## config.mk

```make
export PLATFORM = sky130hd
export DESIGN_NAME = dzr_ctrl
export DESIGN_NICKNAME = d
export VERILOG_FILES = /design/src/rtl/core/dzr_pkg.sv /design/src/rtl/core/dzr_ctrl.sv
export SDC_FILE = /design/constraint.sdc
export NUM_CORES = 1
export LEC_CHECK = 0
export BUFFER_PORTS_ARGS = -buffer_cell sky130_fd_sc_hd__buf_4
export CAP_MARGIN = 20
export CORE_AREA = 4 4 60 62
export DETAILED_ROUTE_END_ITERATION = 6
export DIE_AREA = 0 0 64 66
export PLACE_DENSITY = 0.5
export SLEW_MARGIN = 5
export SYNTH_ARGS = -nofsm -noshare
export SYNTH_HDL_FRONTEND = slang
export SYNTH_SLANG_ARGS = --single-unit
```

## constraint.sdc

```tcl
create_clock -name clk -period 2.1 [get_ports clk]
set_clock_uncertainty 0.15 [all_clocks]
set_input_delay 0.42 -clock clk [delete_from_list [all_inputs] [get_ports clk]]
set_output_delay 0.42 -clock clk [all_outputs]
set_load 0.02 [all_outputs]
```

## src/rtl/core/dzr_pkg.sv

```systemverilog
`default_nettype none
package dzr_pkg;

  localparam int COMPONENT_BITS_DEF = 24;

  localparam int MAG_W     = 24;
  localparam int ANG_W     = 16;
  localparam int THR_W     = 24;
  localparam int CFG_W     = 58;
  localparam int CFG_IDX_W = 3;
  localparam int NZONES    = 3;
  localparam int TIME_W    = 32;
  localparam int REACH_W   = 24;
  localparam int REACH2_W  = 48;
  localparam int LIM_W     = 17;
  localparam int DELAY_W   = 16;
  localparam int ACC_W     = 23;
  localparam int DIFF_W    = 24;
  localparam int CORDIC_N  = 16;
  localparam int SQRT_N    = 24;
  localparam int NMUL      = 11;
  localparam int SEL_W     = 4;
  localparam int STEP_W    = 4;
  localparam int OUT_W     = 48;
  localparam int USER_W    = 2;

  localparam logic [ACC_W-1:0] ANG_PI_FINE = ACC_W'(1048576);

  // zone setting fields
  localparam int ZS_LIM_LO   = 24;
  localparam int ZS_DELAY_LO = 41;
  localparam int ZS_EN       = 57;

  // result word bit positions
  localparam int OD_ANG_LO  = 24;
  localparam int OD_TRIP_LO = 40;

  typedef enum logic [1:0] {
    STS_DISABLED, STS_BELOW, STS_WRONG_DIR, STS_EVAL
  } status_t;

  // register indexes
  localparam logic [CFG_IDX_W-1:0] REG_ENABLE    = 3'd0;
  localparam logic [CFG_IDX_W-1:0] REG_DIRECTION = 3'd1;
  localparam logic [CFG_IDX_W-1:0] REG_VTHR      = 3'd2;
  localparam logic [CFG_IDX_W-1:0] REG_CTHR      = 3'd3;
  localparam logic [CFG_IDX_W-1:0] REG_ZONE1     = 3'd4;
  localparam logic [CFG_IDX_W-1:0] REG_ZONE2     = 3'd5;
  localparam logic [CFG_IDX_W-1:0] REG_ZONE3     = 3'd6;

  // multiplier schedule
  localparam logic [SEL_W-1:0] MS_VR2   = 4'd0;
  localparam logic [SEL_W-1:0] MS_VI2   = 4'd1;
  localparam logic [SEL_W-1:0] MS_IR2   = 4'd2;
  localparam logic [SEL_W-1:0] MS_II2   = 4'd3;
  localparam logic [SEL_W-1:0] MS_DOTR  = 4'd4;
  localparam logic [SEL_W-1:0] MS_DOTI  = 4'd5;
  localparam logic [SEL_W-1:0] MS_VT2   = 4'd6;
  localparam logic [SEL_W-1:0] MS_CT2   = 4'd7;
  localparam logic [SEL_W-1:0] MS_RCH1  = 4'd8;
  localparam logic [SEL_W-1:0] MS_RCH2  = 4'd9;
  localparam logic [SEL_W-1:0] MS_RCH3  = 4'd10;

  typedef struct packed {
    logic              load;
    logic              mul_go;
    logic [SEL_W-1:0]  mul_sel;
    logic              div_init;
    logic              div_step;
    logic              sqrt_init;
    logic              sqrt_step;
    logic              cord_init;
    logic              cord_step;
    logic [STEP_W-1:0] step_idx;
    logic              commit;
  } dzr_cmd_t;

  typedef struct packed {
    logic enabled;
    logic below;
  } dzr_sts_t;

  // arctan(2^-i) with pi = 2^20
  function automatic logic [ACC_W-1:0] atan_fine(input logic [STEP_W-1:0] i);
    logic [ACC_W-1:0] v;
    case (i)
      4'd0:    v = ACC_W'(262144);
      4'd1:    v = ACC_W'(154753);
      4'd2:    v = ACC_W'(81767);
      4'd3:    v = ACC_W'(41506);
      4'd4:    v = ACC_W'(20834);
      4'd5:    v = ACC_W'(10427);
      4'd6:    v = ACC_W'(5215);
      4'd7:    v = ACC_W'(2608);
      4'd8:    v = ACC_W'(1304);
      4'd9:    v = ACC_W'(652);
      4'd10:   v = ACC_W'(326);
      4'd11:   v = ACC_W'(163);
      4'd12:   v = ACC_W'(81);
      4'd13:   v = ACC_W'(41);
      4'd14:   v = ACC_W'(20);
      4'd15:   v = ACC_W'(10);
      default: v = '0;
    endcase
    return v;
  endfunction

endpackage
`default_nettype wire

```

## src/rtl/core/dzr_ctrl.sv

```systemverilog
`default_nettype none
module dzr_ctrl #(
  parameter int CB = dzr_pkg::COMPONENT_BITS_DEF
) (
  input  wire logic              clk,
  input  wire logic              rst_n,
  input  wire logic              in_tvalid,
  output logic                   in_tready,
  output logic                   out_tvalid,
  input  wire logic              out_tready,
  input  wire dzr_pkg::dzr_sts_t sts,
  output dzr_pkg::dzr_cmd_t      cmd
);
  import dzr_pkg::*;

  localparam int DW    = 2 * CB + 16;
  localparam int CNT_W = $clog2(DW);

  typedef enum logic [2:0] {
    S_IDLE, S_MUL, S_DRAIN, S_CHECK, S_DIV, S_SQRT, S_CORD, S_DONE
  } state_t;

  state_t           state_r, state_nxt;
  logic [CNT_W-1:0] cnt_r, cnt_nxt;
  logic             out_valid_r, out_valid_nxt;

  assign in_tready  = (state_r == S_IDLE);
  assign out_tvalid = out_valid_r;

  always_comb begin
    state_nxt     = state_r;
    cnt_nxt       = cnt_r;
    cmd           = '0;
    cmd.mul_sel   = SEL_W'(cnt_r);
    cmd.step_idx  = STEP_W'(cnt_r);
    out_valid_nxt = out_valid_r && !out_tready;
    case (state_r)
      S_IDLE: begin
        if (in_tvalid) begin
          cmd.load  = 1'b1;
          cnt_nxt   = '0;
          state_nxt = sts.enabled ? S_MUL : S_DONE;
        end
      end
      S_MUL: begin
        cmd.mul_go = 1'b1;
        cnt_nxt    = cnt_r + 1'b1;
        if (cnt_r == CNT_W'(NMUL - 1)) begin
          state_nxt = S_DRAIN;
        end
      end
      S_DRAIN: state_nxt = S_CHECK;
      S_CHECK: begin
        cnt_nxt = '0;
        if (sts.below) begin
          state_nxt = S_DONE;
        end else begin
          cmd.div_init  = 1'b1;
          cmd.cord_init = 1'b1;
          state_nxt     = S_DIV;
        end
      end
      S_DIV: begin
        cmd.div_step = 1'b1;
        cnt_nxt      = cnt_r + 1'b1;
        if (cnt_r == CNT_W'(DW - 1)) begin
          cnt_nxt   = '0;
          state_nxt = S_SQRT;
        end
      end
      S_SQRT: begin
        cmd.sqrt_init = (cnt_r == '0);
        cmd.sqrt_step = (cnt_r != '0);
        cnt_nxt       = cnt_r + 1'b1;
        if (cnt_r == CNT_W'(SQRT_N)) begin
          cnt_nxt   = '0;
          state_nxt = S_CORD;
        end
      end
      S_CORD: begin
        cmd.cord_step = 1'b1;
        cnt_nxt       = cnt_r + 1'b1;
        if (cnt_r == CNT_W'(CORDIC_N - 1)) begin
          state_nxt = S_DONE;
        end
      end
      S_DONE: begin
        // wait for the output register to free up
        if (!out_valid_r || out_tready) begin
          cmd.commit    = 1'b1;
          out_valid_nxt = 1'b1;
          state_nxt     = S_IDLE;
        end
      end
      default: state_nxt = S_IDLE;
    endcase
  end

  always_ff @(posedge clk) begin
    if (!rst_n) begin
      state_r     <= S_IDLE;
      cnt_r       <= '0;
      out_valid_r <= 1'b0;
    end else begin
      state_r     <= state_nxt;
      cnt_r       <= cnt_nxt;
      out_valid_r <= out_valid_nxt;
    end
  end

endmodule
`default_nettype wire

```

==> out/metrics.yaml <==
run_status:
  run_status: "complete, no violations"
critical_path:
  timing.critical_path.cells: "inv_1, ha_1, a211oi_1, buf_4"
  critPathSlowestCell: "dfxtp_1"
  cpLargestDelayFamily: "flip-flops"
  worst-path-max-fanout: 6
  cp_slowest_stage_delay_ns: 0.41
  setup.worst_path.end_class: "output pin"
  criticalPathCategory: "register to output pin"
  cp.buffers_inverters: 2
  depth_of_the_worst_register_to_register_path: 6
  timing.critical_path.required_ns: 1.53
  start_kind: "register"
  worst_path_arrival_ns: 1.40
  worst-path-stages: 4
placement:
  dpl-instance-area_mm2: 0.00100
  routabilityCongestion: 0.785
  dp.final_hpwl_um: 1600
  port_buffers: 24
  placed_cells_incl_taps: 165
timing:
  setup-violations-final: 0
  finalCritPeriodShare_pct: 94.0
  slew_headroom_pct: 64.0
  max_clock_freq_mhz: 507
  hold_viol_final: 0
  final_period_minus_worst_setup_slack_ns: 1.97
  slew_violations: 0
  worstMarginPinSlew_ns: 0.541
floorplanning:
  io-pin-count: 25
  start_util_pct: 28.3
  fp.coreArea_mm2: 0.00303
  chipHeight_um: 66
  die_area_mm2: 0.00422
  row_count: 20
  floorplan_die_width_um: 64
pwr:
  total_leakage_power_nw: 0.442
  power.share.switching_pct: 48.1
  cellInternalPower_w: 0.000586
  sequentialPowerShare_pct: 29.2
  total_power_w: 0.00113
  combPwrFrac_pct: 58.9
  p_per_area_mw_per_mm2: 1080
  pwr-share-clk_pct: 11.9
  peakVddDrop_mv: 0.420
  net-switching-power_w: 0.000543
global_routing:
  grt_first_pass_wirelength_um: 3340
  pin_count_of_the_biggest_net_entering_global_routing: 14
  first_global_vias: 719
  globalRouteOverflowTotal: 0
  antenna_found_initial: 0
  global_route.usage.total_pct: 9.92
clock_tree:
  cts_sinks: 10
  clock_tree.buffer_depth: 2
  cts_tree: "built"
  clock_tree.root_cell: "clkbuf_4"
  insertion_delay_ns: 0.26
  cts_hold_repair.buffers: 0
  cts-htree-levels: 1
  numCtsBuffers: 3
  cts.reportedPaths.clkPinSlew_ns: 0.07
yosys:
  yosys_warnings: 0
  yosysTopAreaCellShare_pct: 23.3
  synth_top_cell_by_area: "dfxtp_1"
  seq_area_frac_synth_pct: 23.3
  mappedNetlistNets: 119
  netlist_instances: 110
  synth.area.top_cells: "dfxtp_1 (23%), buf_4 (11%), nand2_1 (5.2%)"
  syn-mean-instance-area_um2: 7.80
  synth_seq_cells: 10
  synth_area_um2: 858
  ys_types: 42
final_layout:
  final_cell_count_without_fillers: 168
  num-fill-cells: 351
  finish.instance_area_mm2: 0.00104
  flow.area_growth_from_synthesis_pct: 21.6
  net_count_final: 135
  area_of_combinational_cells_with_multiple_inputs_um2: 544
  layout.area.seq_um2: 204
  antenna_cells_inserted: 0
  finish.utilization_pct: 34.5
  drive_above_1_share_pct: 31.5
min_path:
  hold-path-cell-count: 2
  hold_path.class: "input pin to register"
routing:
  vias: 823
  antenna_violating_nets_post_route: 0
  route.final.wire_length_um: 2080
  detail_route.first_pass.iterations: 4
  post_detailed_route_drc_marker_count: 0
  drt_first_iter_violations: 22
  avg_vias_per_cell: 4.90
  average_detailed_routed_wire_length_per_instance_um: 12.4
flow_run:
  drv_cap: 0
==> power by group through the flow <==
stage	registers [W]	logic, W	clock network [W]
final	0.000329	0.000665	0.000135
after global routing	0.000340	0.000730	0.000147
after CTS	0.000324	0.000667	0.000139
after detailed placement	0.000329	0.000665	0
after global placement	0.000326	0.000666	0
after floorplan	0.000262	0.000556	0
==> sequential cells by signal, summed over array words and instances, names as in the netlist <==
name / count
out_tvalid: 1
cnt_r: 6
state_r: 3
==> metal layers <==
| metal | up-vias | track usage (%) | wire length, um |
|---|---|---|---|
| met1 | 394 | 12.7 | 972 |
| met4 | 0 | 3.23 | 10 |
| li1 | 418 | - | - |
| met3 | 2 | 2.72 | 71 |
| met5 | - | 0 | 0 |
| met2 | 9 | 16.0 | 1020 |
==> Yosys cell counts <==
library cell,instances
nor3_1,3
nand2b_1,3
nand3b_1,1
nand4_1,1
buf_2,2
buf_4,13
o21ai_0,2
a221o_1,1
inv_1,4
nor4_1,2
o21a_1,1
o31ai_2,1
and3_1,2
mux2i_1,1
xor2_1,1
a21oi_2,1
clkbuf_1,1
and3b_1,2
a32oi_1,1
a31o_1,1
o211a_1,1
nand4b_1,2
ha_1,3
and4_1,1
and4b_1,1
and2_1,1
a31oi_1,2
o211ai_1,1
nand3_1,5
a21oi_1,4
nand2_1,12
a22oi_2,1
nor3b_1,2
or4_1,1
or2_1,1
nor2b_1,4
a211oi_1,2
a21boi_1,3
and4bb_2,1
dfxtp_1,10
a221oi_1,2
nor2_1,6
==> cell families (layout without fill, tap and decap cells) <==
family,count (synthesis),after routing,share of synthesized area [%]
AOI/OAI and AO/OA,24,24,21.4
xor gates and xnor gates,1,1,1.02
adders and majority gates,3,3,4.37
buffers and inverters,20,34,14.7
DFF,10,10,23.3
muxes,1,1,1.17
and+or+nand+nor,51,51,34.0
==> cell usage in the layout (no fill, tap or decap), types with 2 or more instances in the layout <==
cell type,synthesis,routed
buf_4,13,27
nand2_1,12,12
dfxtp_1,10,7
nor2_1,6,6
nand3_1,5,5
inv_1,4,4
nor2b_1,4,4
a21oi_1,4,4
nor3_1,3,3
nand2b_1,3,3
a21boi_1,3,3
ha_1,3,3
clkbuf_4,0,3
dfxtp_2,0,3
nor3b_1,2,2
and3b_1,2,2
a211oi_1,2,2
o21ai_0,2,2
and3_1,2,2
a31oi_1,2,2
nand4b_1,2,2
==> worst paths after layout <==
path | startpoint | end | slack [ns]
min reg2reg | cnt_r[0] | cnt_r[0] | 0.37
max reg2reg | cnt_r[0] | state_r[0] | 0.17
max | cnt_r[0] | cmd[7] | 0.13
min | rst_n | state_r[0] | 0.28
==> worst reg2reg max path: cells and delay by family, from the launching register on <==
kind            cells  cell delay [ns]
flops               1             0.35
buf+inv             1             0.11
compound gates      2             0.23
fa+ha+maj           1             0.21
simple gates        2             0.77
==> layout make-up <==
class,instances,area share [%]
well taps,44,5.28
clock buffers,3,2.16
repair buffers,27,19.4
multi-input cells,80,52.2
inverters,4,1.44
flip-flops and latches,10,19.5
==> what timing repair did <==
item | CTS | global route
buffers inserted | 0 | 0
endpoints found under the setup margin | 0 | 3
gates resized for setup | 0 | 5
==> metrics by stage <==
stage	setup WS, ns	hold WS, ns	setup TNS (ns)
2_1_floorplan	0.190	0.340	0
3_3_place_gp	0.132	0.362	0
3_5_place_dp	0.114	0.375	0
4_1_cts	0.0115	0.287	0
5_1_grt	-0.0179	0.285	-0.0216
6_report	0.127	0.284	0
No activity file was read; power rests on OpenSTA's default activity.
